[src/design/fpba_pkg.sv]
package fpba_pkg;

   // table geometry
   localparam int MAX_BLOCKS = 16;
   localparam int SIZE_BITS  = 16;
   localparam int IDX_BITS   = $clog2(MAX_BLOCKS);
   localparam int CNT_BITS   = $clog2(MAX_BLOCKS + 1);

   // placement policies
   localparam logic [1:0] POLICY_FIRST = 2'd0;
   localparam logic [1:0] POLICY_BEST  = 2'd1;
   localparam logic [1:0] POLICY_WORST = 2'd2;
   localparam logic [1:0] POLICY_NEXT  = 2'd3;

   // item actions
   localparam logic ACTION_LOAD  = 1'b0;
   localparam logic ACTION_ALLOC = 1'b1;

   // register indexes
   localparam logic CSR_POLICY      = 1'b0;
   localparam logic CSR_BLOCK_COUNT = 1'b1;

   localparam int CSR_DATA_BITS = 5;

   typedef struct packed {
      logic                 action;
      logic [IDX_BITS-1:0]  block_index;
      logic [SIZE_BITS-1:0] amount;
   } req_item_type;

   typedef struct packed {
      logic                 granted;
      logic [IDX_BITS-1:0]  chosen_block;
      logic [SIZE_BITS-1:0] space_left;
   } rsp_item_type;

endpackage

[src/design/fit_policy_block_allocator_unit.sv]
// channel   direction  handshake              payload
// req       in         req_valid/req_ready    req_item  (action, block_index, amount)
// rsp       out        rsp_valid/rsp_ready    rsp_item  (granted, chosen_block, space_left)
// csr       in         csr_write_enable       csr_index, csr_wdata
//
// One item at a time. A load goes straight to the final state, which registers
// its result. An allocate reads the searched blocks (block_count clipped to the
// table size); the free-space memory has one read port, so the scan reads one
// entry per cycle; first and next fit stop at the first hit. The block returns
// to idle as the result is registered, ready for the next item. Reset is
// synchronous; the table reads as zero after reset through per-entry valid bits,
// no clearing pass. A stalled rsp holds the result in the output register; the
// block waits in its final state until the output register is free.
module fit_policy_block_allocator_unit
   import fpba_pkg::*;
(
   input  logic                     clock,
   input  logic                     reset,
   input  logic                     req_valid,
   output logic                     req_ready,
   input  req_item_type             req_item,
   output logic                     rsp_valid,
   input  logic                     rsp_ready,
   output rsp_item_type             rsp_item,
   input  logic                     csr_write_enable,
   input  logic                     csr_index,
   input  logic [CSR_DATA_BITS-1:0] csr_wdata
);

   typedef enum logic [2:0] {
      ST_IDLE   = 3'b001,
      ST_SCAN   = 3'b010,
      ST_FINISH = 3'b100
   } state_type;

   // free-space table: registered synchronous read
   logic [SIZE_BITS-1:0] mem [MAX_BLOCKS];
   logic [SIZE_BITS-1:0] mem_rd_ff;
   logic                 mem_we;
   logic [IDX_BITS-1:0]  mem_waddr;
   logic [SIZE_BITS-1:0] mem_wdata;

   // per-entry written marks: unwritten entries read as zero
   logic [MAX_BLOCKS-1:0] valid_ff, valid_in;
   logic                  vld_rd_ff;

   state_type state_ff, state_in;

   logic [1:0]          policy_ff, policy_in;
   logic [4:0]          block_count_ff, block_count_in;
   logic [IDX_BITS-1:0] ptr_ff, ptr_in;

   // latched item
   logic                 act_ff, act_in;
   logic [SIZE_BITS-1:0] amt_ff, amt_in;
   logic [CNT_BITS-1:0]  cnt_ff, cnt_in;

   // scan control
   logic [IDX_BITS-1:0] pos_ff, pos_in;
   logic [CNT_BITS-1:0] issued_ff, issued_in;
   logic                rd_valid_ff, rd_valid_in;
   logic [IDX_BITS-1:0] rd_idx_ff, rd_idx_in;

   // search result
   logic                 found_ff, found_in;
   logic [IDX_BITS-1:0]  pick_ff, pick_in;
   logic [SIZE_BITS-1:0] best_ff, best_in;

   logic         rsp_valid_ff, rsp_valid_in;
   rsp_item_type rsp_item_ff, rsp_item_in;

   logic [CNT_BITS-1:0]  search_cnt;
   logic [CNT_BITS-1:0]  pos_next;
   logic [SIZE_BITS-1:0] cur_s;
   logic                 fit;
   logic                 issue;
   logic                 out_free;

   assign req_ready = (state_ff == ST_IDLE);
   assign rsp_valid = rsp_valid_ff;
   assign rsp_item  = rsp_item_ff;

   // blocks searched: block_count clipped to the table size
   assign search_cnt = (block_count_ff > 5'(MAX_BLOCKS)) ? CNT_BITS'(MAX_BLOCKS)
                                                        : CNT_BITS'(block_count_ff);

   assign cur_s    = vld_rd_ff ? mem_rd_ff : '0;
   assign fit      = (cur_s >= amt_ff);
   assign issue    = (state_ff == ST_SCAN) && (issued_ff < cnt_ff);
   assign pos_next = CNT_BITS'(pos_ff) + CNT_BITS'(1);
   assign out_free = !rsp_valid_ff || rsp_ready;

   always_comb begin
      state_in       = state_ff;
      policy_in      = policy_ff;
      block_count_in = block_count_ff;
      ptr_in         = ptr_ff;
      act_in         = act_ff;
      amt_in         = amt_ff;
      cnt_in         = cnt_ff;
      pos_in         = pos_ff;
      issued_in      = issued_ff;
      rd_valid_in    = 1'b0;
      rd_idx_in      = pos_ff;
      found_in       = found_ff;
      pick_in        = pick_ff;
      best_in        = best_ff;
      valid_in       = valid_ff;
      rsp_valid_in   = rsp_valid_ff && !rsp_ready;
      rsp_item_in    = rsp_item_ff;
      mem_we         = 1'b0;
      mem_waddr      = pick_ff;
      mem_wdata      = (act_ff == ACTION_LOAD) ? amt_ff : best_ff - amt_ff;

      if (csr_write_enable) begin
         unique case (csr_index)
            CSR_POLICY:      policy_in      = csr_wdata[1:0];
            CSR_BLOCK_COUNT: block_count_in = csr_wdata[4:0];
            default:         ;
         endcase
      end

      unique case (state_ff)
         ST_IDLE: begin
            if (req_valid) begin
               act_in    = req_item.action;
               amt_in    = req_item.amount;
               cnt_in    = search_cnt;
               issued_in = '0;
               best_in   = '0;
               if (req_item.action == ACTION_LOAD) begin
                  found_in = 1'b1;
                  pick_in  = req_item.block_index;
                  state_in = ST_FINISH;
               end else begin
                  found_in = 1'b0;
                  pick_in  = '0;
                  // next fit starts at the pointer if it lies in range
                  if (policy_ff == POLICY_NEXT && CNT_BITS'(ptr_ff) < search_cnt) begin
                     pos_in = ptr_ff;
                  end else begin
                     pos_in = '0;
                  end
                  state_in = ST_SCAN;
               end
            end
         end

         ST_SCAN: begin
            if (issue) begin
               rd_valid_in = 1'b1;
               issued_in   = issued_ff + CNT_BITS'(1);
               pos_in      = (pos_next == cnt_ff) ? '0 : pos_next[IDX_BITS-1:0];
            end
            if (rd_valid_ff && fit) begin
               priority case (policy_ff)
                  POLICY_FIRST, POLICY_NEXT: begin
                     // first hit in scan order ends the search
                     found_in    = 1'b1;
                     pick_in     = rd_idx_ff;
                     best_in     = cur_s;
                     rd_valid_in = 1'b0;
                     state_in    = ST_FINISH;
                  end
                  POLICY_BEST: begin
                     if (!found_ff || cur_s < best_ff) begin
                        found_in = 1'b1;
                        pick_in  = rd_idx_ff;
                        best_in  = cur_s;
                     end
                  end
                  default: begin
                     if (!found_ff || cur_s > best_ff) begin
                        found_in = 1'b1;
                        pick_in  = rd_idx_ff;
                        best_in  = cur_s;
                     end
                  end
               endcase
            end
            // all reads issued and the last one evaluated
            if (!issue && !rd_valid_ff) begin
               state_in = ST_FINISH;
            end
         end

         ST_FINISH: begin
            if (out_free) begin
               rsp_valid_in = 1'b1;
               if (found_ff) begin
                  mem_we                   = 1'b1;
                  valid_in[pick_ff]        = 1'b1;
                  rsp_item_in.granted      = 1'b1;
                  rsp_item_in.chosen_block = pick_ff;
                  rsp_item_in.space_left   = mem_wdata;
                  if (act_ff == ACTION_ALLOC && policy_ff == POLICY_NEXT) begin
                     ptr_in = pick_ff;
                  end
               end else begin
                  rsp_item_in.granted      = 1'b0;
                  rsp_item_in.chosen_block = '0;
                  rsp_item_in.space_left   = '0;
               end
               state_in = ST_IDLE;
            end
         end

         default: state_in = ST_IDLE;
      endcase
   end

   always_ff @(posedge clock) begin
      if (reset) begin
         state_ff       <= ST_IDLE;
         policy_ff      <= POLICY_FIRST;
         block_count_ff <= 5'(MAX_BLOCKS);
         ptr_ff         <= '0;
         valid_ff       <= '0;
         rd_valid_ff    <= 1'b0;
         rsp_valid_ff   <= 1'b0;
         issued_ff      <= '0;
         found_ff       <= 1'b0;
      end else begin
         state_ff       <= state_in;
         policy_ff      <= policy_in;
         block_count_ff <= block_count_in;
         ptr_ff         <= ptr_in;
         valid_ff       <= valid_in;
         rd_valid_ff    <= rd_valid_in;
         rsp_valid_ff   <= rsp_valid_in;
         issued_ff      <= issued_in;
         found_ff       <= found_in;
      end
   end

   // payload registers
   always_ff @(posedge clock) begin
      act_ff      <= act_in;
      amt_ff      <= amt_in;
      cnt_ff      <= cnt_in;
      pos_ff      <= pos_in;
      rd_idx_ff   <= rd_idx_in;
      pick_ff     <= pick_in;
      best_ff     <= best_in;
      rsp_item_ff <= rsp_item_in;
   end

   // table memory
   always_ff @(posedge clock) begin
      if (mem_we) begin
         mem[mem_waddr] <= mem_wdata;
      end
      mem_rd_ff <= mem[pos_ff];
      vld_rd_ff <= valid_ff[pos_ff];
   end

endmodule
[config.mk]
export PLATFORM = sky130hd
export DESIGN_NAME = fit_policy_block_allocator_unit
export DESIGN_NICKNAME = d
export VERILOG_FILES = /design/src/design/fpba_pkg.sv /design/src/design/fit_policy_block_allocator_unit.sv
export SDC_FILE = /design/constraint.sdc
export NUM_CORES = 1
export LEC_CHECK = 0
export BUFFER_PORTS_ARGS = -buffer_cell sky130_fd_sc_hd__buf_2
export CORE_MARGIN = 8
export CORE_UTILIZATION = 30
export DETAILED_ROUTE_END_ITERATION = 7
export PLACE_DENSITY = 0.52
export SETUP_SLACK_MARGIN = 0.3
export SLEW_MARGIN = 20
export SYNTH_ARGS = -nofsm -noshare
export SYNTH_HDL_FRONTEND = slang
export SYNTH_SLANG_ARGS = --single-unit
[constraint.sdc]
create_clock -name clock -period 12.3 [get_ports clock]
set_input_delay 2.46 -clock clock [delete_from_list [all_inputs] [get_ports clock]]
set_output_delay 2.46 -clock clock [all_outputs]
set_load 0.005 [all_outputs]
### Word-level counts from Yosys, hierarchy flattened

Memories as Yosys holds them, arrays and structs flattened. A register that Yosys moved wholly into a read port is not among the register bits.
Index checks and enable logic that the tools add are counted.

* register bits after elaboration: 110
* bits in latches: 0
* memory bits (writable): 256
* ROM bits: 0
* input port bits: 32
* output and inout bits: 23
* logic and storage cells: 134
* memories: 1

Memory list
* mem: depth 16, bits a word 16, read ports 1, clocked after Yosys merged registers in 1, wr ports 1, line fit_policy_block_allocator_unit.sv:37 `logic [SIZE_BITS-1:0] mem [MAX_BLOCKS];`

* $add $sub $neg: 3
* multiply operators: 0
* div/mod/pow operators: 0
* order comparisons: 9
* equality and inequality tests: 15
* shifts and indexed selects: 0
* mux-type cells: 54
* bitwise operators: 3
* reduce and logical (&&, ||, !) cells: 29

Operators by type and width (number)
* $mux W16: 6
* $pmux W16 S2: 2
* $mux W4: 10
* $pmux W4 S2: 3
* $mux W21: 1
* $mux W3: 6
* $mux W1: 17
* $ge A16 B16 Y1: 1
* $gt A16 B16 Y1: 1
* $lt A16 B16 Y1: 1
* $or A16 B16 Y16: 1
* $sub A16 B16 Y16: 1
* $mux W5: 3
* $reduce_and A4 Y1: 3
* $lt A4 B5 Y1 const B: 2
* $pmux W5 S2: 1
* $pmux W3 S3: 1
* $reduce_and A2 Y1: 4
* $logic_and A1 B1 Y1: 7
* $ne A2 B2 Y1 const B: 3
* $ne A3 B1 Y1 const B: 2
* $reduce_and A3 Y1: 2
* $add A4 B1 Y5 const B: 1
* $add A5 B1 Y5 const B: 1
* 23 further kinds: 33

### Logic depth before layout (Yosys ltp)

* word-level depth: 8
* depth in mapped cells: 11

### Worst setup path before layout

Ideal clock, no wire load.

* kind: in2reg
* from: in rsp_ready
* to: mem mem[0][0] (enable)
* arrival time: 4918 ps
* setup slack: 6970 ps
* stages: 5
* cell sequence: nand2b_1 -> and3_1 -> nand2_1 -> or3_1 -> nor3_1

* cells in the longest elaborated chain, start to end: 5

RTL lines
* from (decl): line fit_policy_block_allocator_unit.sv:23 `input logic rsp_ready,`
* $logic_or A1 B1 Y1: line fit_policy_block_allocator_unit.sv:91 `assign out_free = !rsp_valid_ff || rsp_ready;`
* $mux W1: line fit_policy_block_allocator_unit.sv:188 `if (out_free) begin`
* $mux W1: line fit_policy_block_allocator_unit.sv:123 `unique case (state_ff)`
* $mux W1: line fit_policy_block_allocator_unit.sv:250 `if (mem_we) begin`
* $mux W1 (implied by the code): line fit_policy_block_allocator_unit.sv:251 `mem[mem_waddr] <= mem_wdata;`
* to (decl): line fit_policy_block_allocator_unit.sv:37

No other way between the ends.

### Final worst setup path

* from: in rsp_ready
* to: mem mem[9][11] (enable)

Same word-level chain as after synthesis.

==> flow_summary.json <==
{
  "status": "completed",
  "ys_seq_area_share_pct": 67.0,
  "mostFrequentLayoutCell": "edfxtp_1",
  "gp_congestion": 0.816,
  "routed-via-count": 8810,
  "drt_iter0_drc": 741,
  "insertion_delay_ns": 0.57,
  "yosys.area.top_type": "edfxtp_1",
  "min_path_type": "reg2reg",
  "synth_area_um2": 16200,
  "drv_slew": 0,
  "ys_types": 62,
  "post-route-drc-count": 0,
  "tightest_slew_ns": 1.10,
  "cap_violations": 0,
  "async_flop_share_pct": 0,
  "fin_crit_sh_pct": 33.5,
  "start_util_pct": 30.3,
  "stdcell_count": 1827,
  "clockBufferDepth": 3,
  "antenna_cells": 0,
  "yosysWarnings": 0,
  "layout_common_cells": "323 x edfxtp_1, 85 x mux4_2, 65 x nor2_1, 59 x dfxtp_1, 56 x ha_1",
  "core_region_area_um2": 53700,
  "period_needed_ns": 4.13,
  "crit_path_max_fanout": 17,
  "cts_resized": 0,
  "area_growth_pct": 16.8,
  "grt_pass1_vias": 8994,
  "p_per_area_nw_per_um2": 174,
  "clock_skew_ns": 0.0188,
  "crit_type": "in2reg",
  "syn_nets": 1104,
  "die-area_um2": 61900,
  "hold_buffers": 0,
  "ir_worst_vdd_mv": 0.0940,
  "cts_inserted_buffers": 42,
  "viasPerCell": 4.82,
  "dp_cells": 1749,
  "fin_util_pct": 35.3,
  "cts_root_buffer": "clkbuf_16",
  "start_kind": "input pin",
  "hold-path-cell-count": 2,
  "routedWlPerCell_um": 21.4,
  "nFillCells": 5021,
  "final_net_count": 1186,
  "hold-worst-slack_ns": 0.454,
  "routed_wl_um": 39200,
  "ios": 55,
  "grt_pass1_wl_um": 58800,
  "overflow": 0,
  "finalHoldViolCount": 0,
  "synth-main-ff-cell": "edfxtp_1",
  "cts_tree": "built",
  "final_layout_size_suffix_gt1_share_pct": 23.3,
  "setup_tns_ns": 0,
  "arrival_ns": 4.30,
  "critical_path.endpoint_type": "flop",
  "antenna_found_initial": 0,
  "dr.pass1.iters": 6,
  "setup_violations": 0,
  "syn_inst": 1015,
  "synthTopCellsByArea": "edfxtp_1 60%, mux4_2 12%, dfxtp_1 7.3%",
  "grt_max_degree": 72,
  "dp_worst_setup_slack_ns": 7.58,
  "dpl_cell_area_um2": 17500,
  "r2r_cells": 10,
  "core.rowCount": 85,
  "cts_sinks": 382,
  "grt_setup_unrepaired": "no",
  "cp_data_required_time_ns": 12.47,
  "postCtsSetupRepairBufs": 0,
  "die_w_um": 249,
  "synth_enable_flop_cells": 323,
  "slew_headroom_pct": 26.8,
  "clk_pin_slew_ns": 0.06,
  "grt.total_usage_pct": 12.5,
  "htreeDepth": 2,
  "fin_area_um2": 19000,
  "die_h_um": 249,
  "hpwl_um": 26900,
  "fmax_ghz": 0.242,
  "power_mw": 3.30,
  "final_antenna_net_count": 0,
  "port_buffers": 54,
  "ys_ff_latch": 382,
  "syn-mean-instance-area_um2": 16.0,
  "fin_ws_ns": 8.17,
  "yosys.area.top_type_share_pct": 59.7,
  "p_leak_nw": 6.67
}
-- cell usage after synthesis (5+ instances only) --
library cell / number
a211oi_1: 5
a21o_1: 9
a21oi_1: 31
and2_1: 47
buf_2: 13
clkbuf_1: 23
dfxtp_1: 59
edfxtp_1: 323
ha_1: 56
inv_1: 47
mux2i_1: 16
mux4_2: 85
nand2_1: 49
nand2b_1: 17
nand3_1: 22
nand3b_1: 8
nor2_1: 77
nor3_1: 9
o21a_1: 8
o21ai_0: 26
xnor2_1: 14
xor2_1: 8
-- logic make-up after synthesis --
kind of cell,count (synthesis),synth area share [%]
DFF,382,67.0
and+or+nand+nor,252,7.69
AOI/OAI and AO/OA,113,4.77
muxes,101,12.8
buffers and inverters,88,2.19
adders and majority gates,57,4.44
xor gates and xnor gates,22,1.19
-- state kept, by name, indices dropped and copies added, names as in the netlist --
name / cells
act_ff: 1
amt_ff: 16
best_ff: 16
block_count_ff: 5
cnt_ff: 5
found_ff: 1
issued_ff: 5
mem: 256
mem_rd_ff: 16
mem_waddr: 4
policy_ff: 2
pos_ff: 4
ptr_ff: 4
rd_idx_ff: 4
rd_valid_ff: 1
rsp_item: 21
rsp_valid: 1
state_ff: 3
valid_ff: 16
vld_rd_ff: 1
-- worst max-delay path, stage by stage --
cell and delay (ns):
buf_2 0.07, nand2b_1 0.13, and3_1 0.27, and2_1 0.20
nand3b_1 0.28, nor2_2 0.87
-- final cells by class --
class                   count  area (um2)  area share [%]
flip-flops and latches    382       10900            57.3
multi-input cells         545        5130            27.0
clock buffers              57        1150            6.05
well taps                 696         871            4.59
repair buffers             78         450            2.37
clock inverters            21         318            1.68
inverters                  48         180           0.950
-- power breakdown --
part           switching, mW  leakage [nW]  internal (mW)
registers             0.0302          3.42           1.51
clock network          0.523         0.713          0.791
logic                  0.287          2.53          0.160
total                  0.840          6.67           2.46
-- worst paths after layout --
| path | start | endpoint | slack (ns) |
|---|---|---|---|
| worst max-delay path | rsp_ready | mem[9][11] | 8.17 |
| worst min-delay path | block_count_ff[0] | block_count_ff[0] | 0.45 |
| worst max register to register | vld_rd_ff | best_ff[9] | 8.47 |
| worst min register to register | block_count_ff[0] | block_count_ff[0] | 0.45 |
-- layer usage --
layer / routed length, um / track usage, % / vias to the layer above / share of wire, %
met5: 0 / 0 / - / 0
met4: 811 / 3.63 / 0 / 2.1
met3: 1940 / 2.32 / 50 / 4.9
met2: 18500 / 20.1 / 207 / 47
met1: 18000 / 17.2 / 4494 / 46
li1: - / - / 4059 / -
Power figures use the tool's default switching activity.
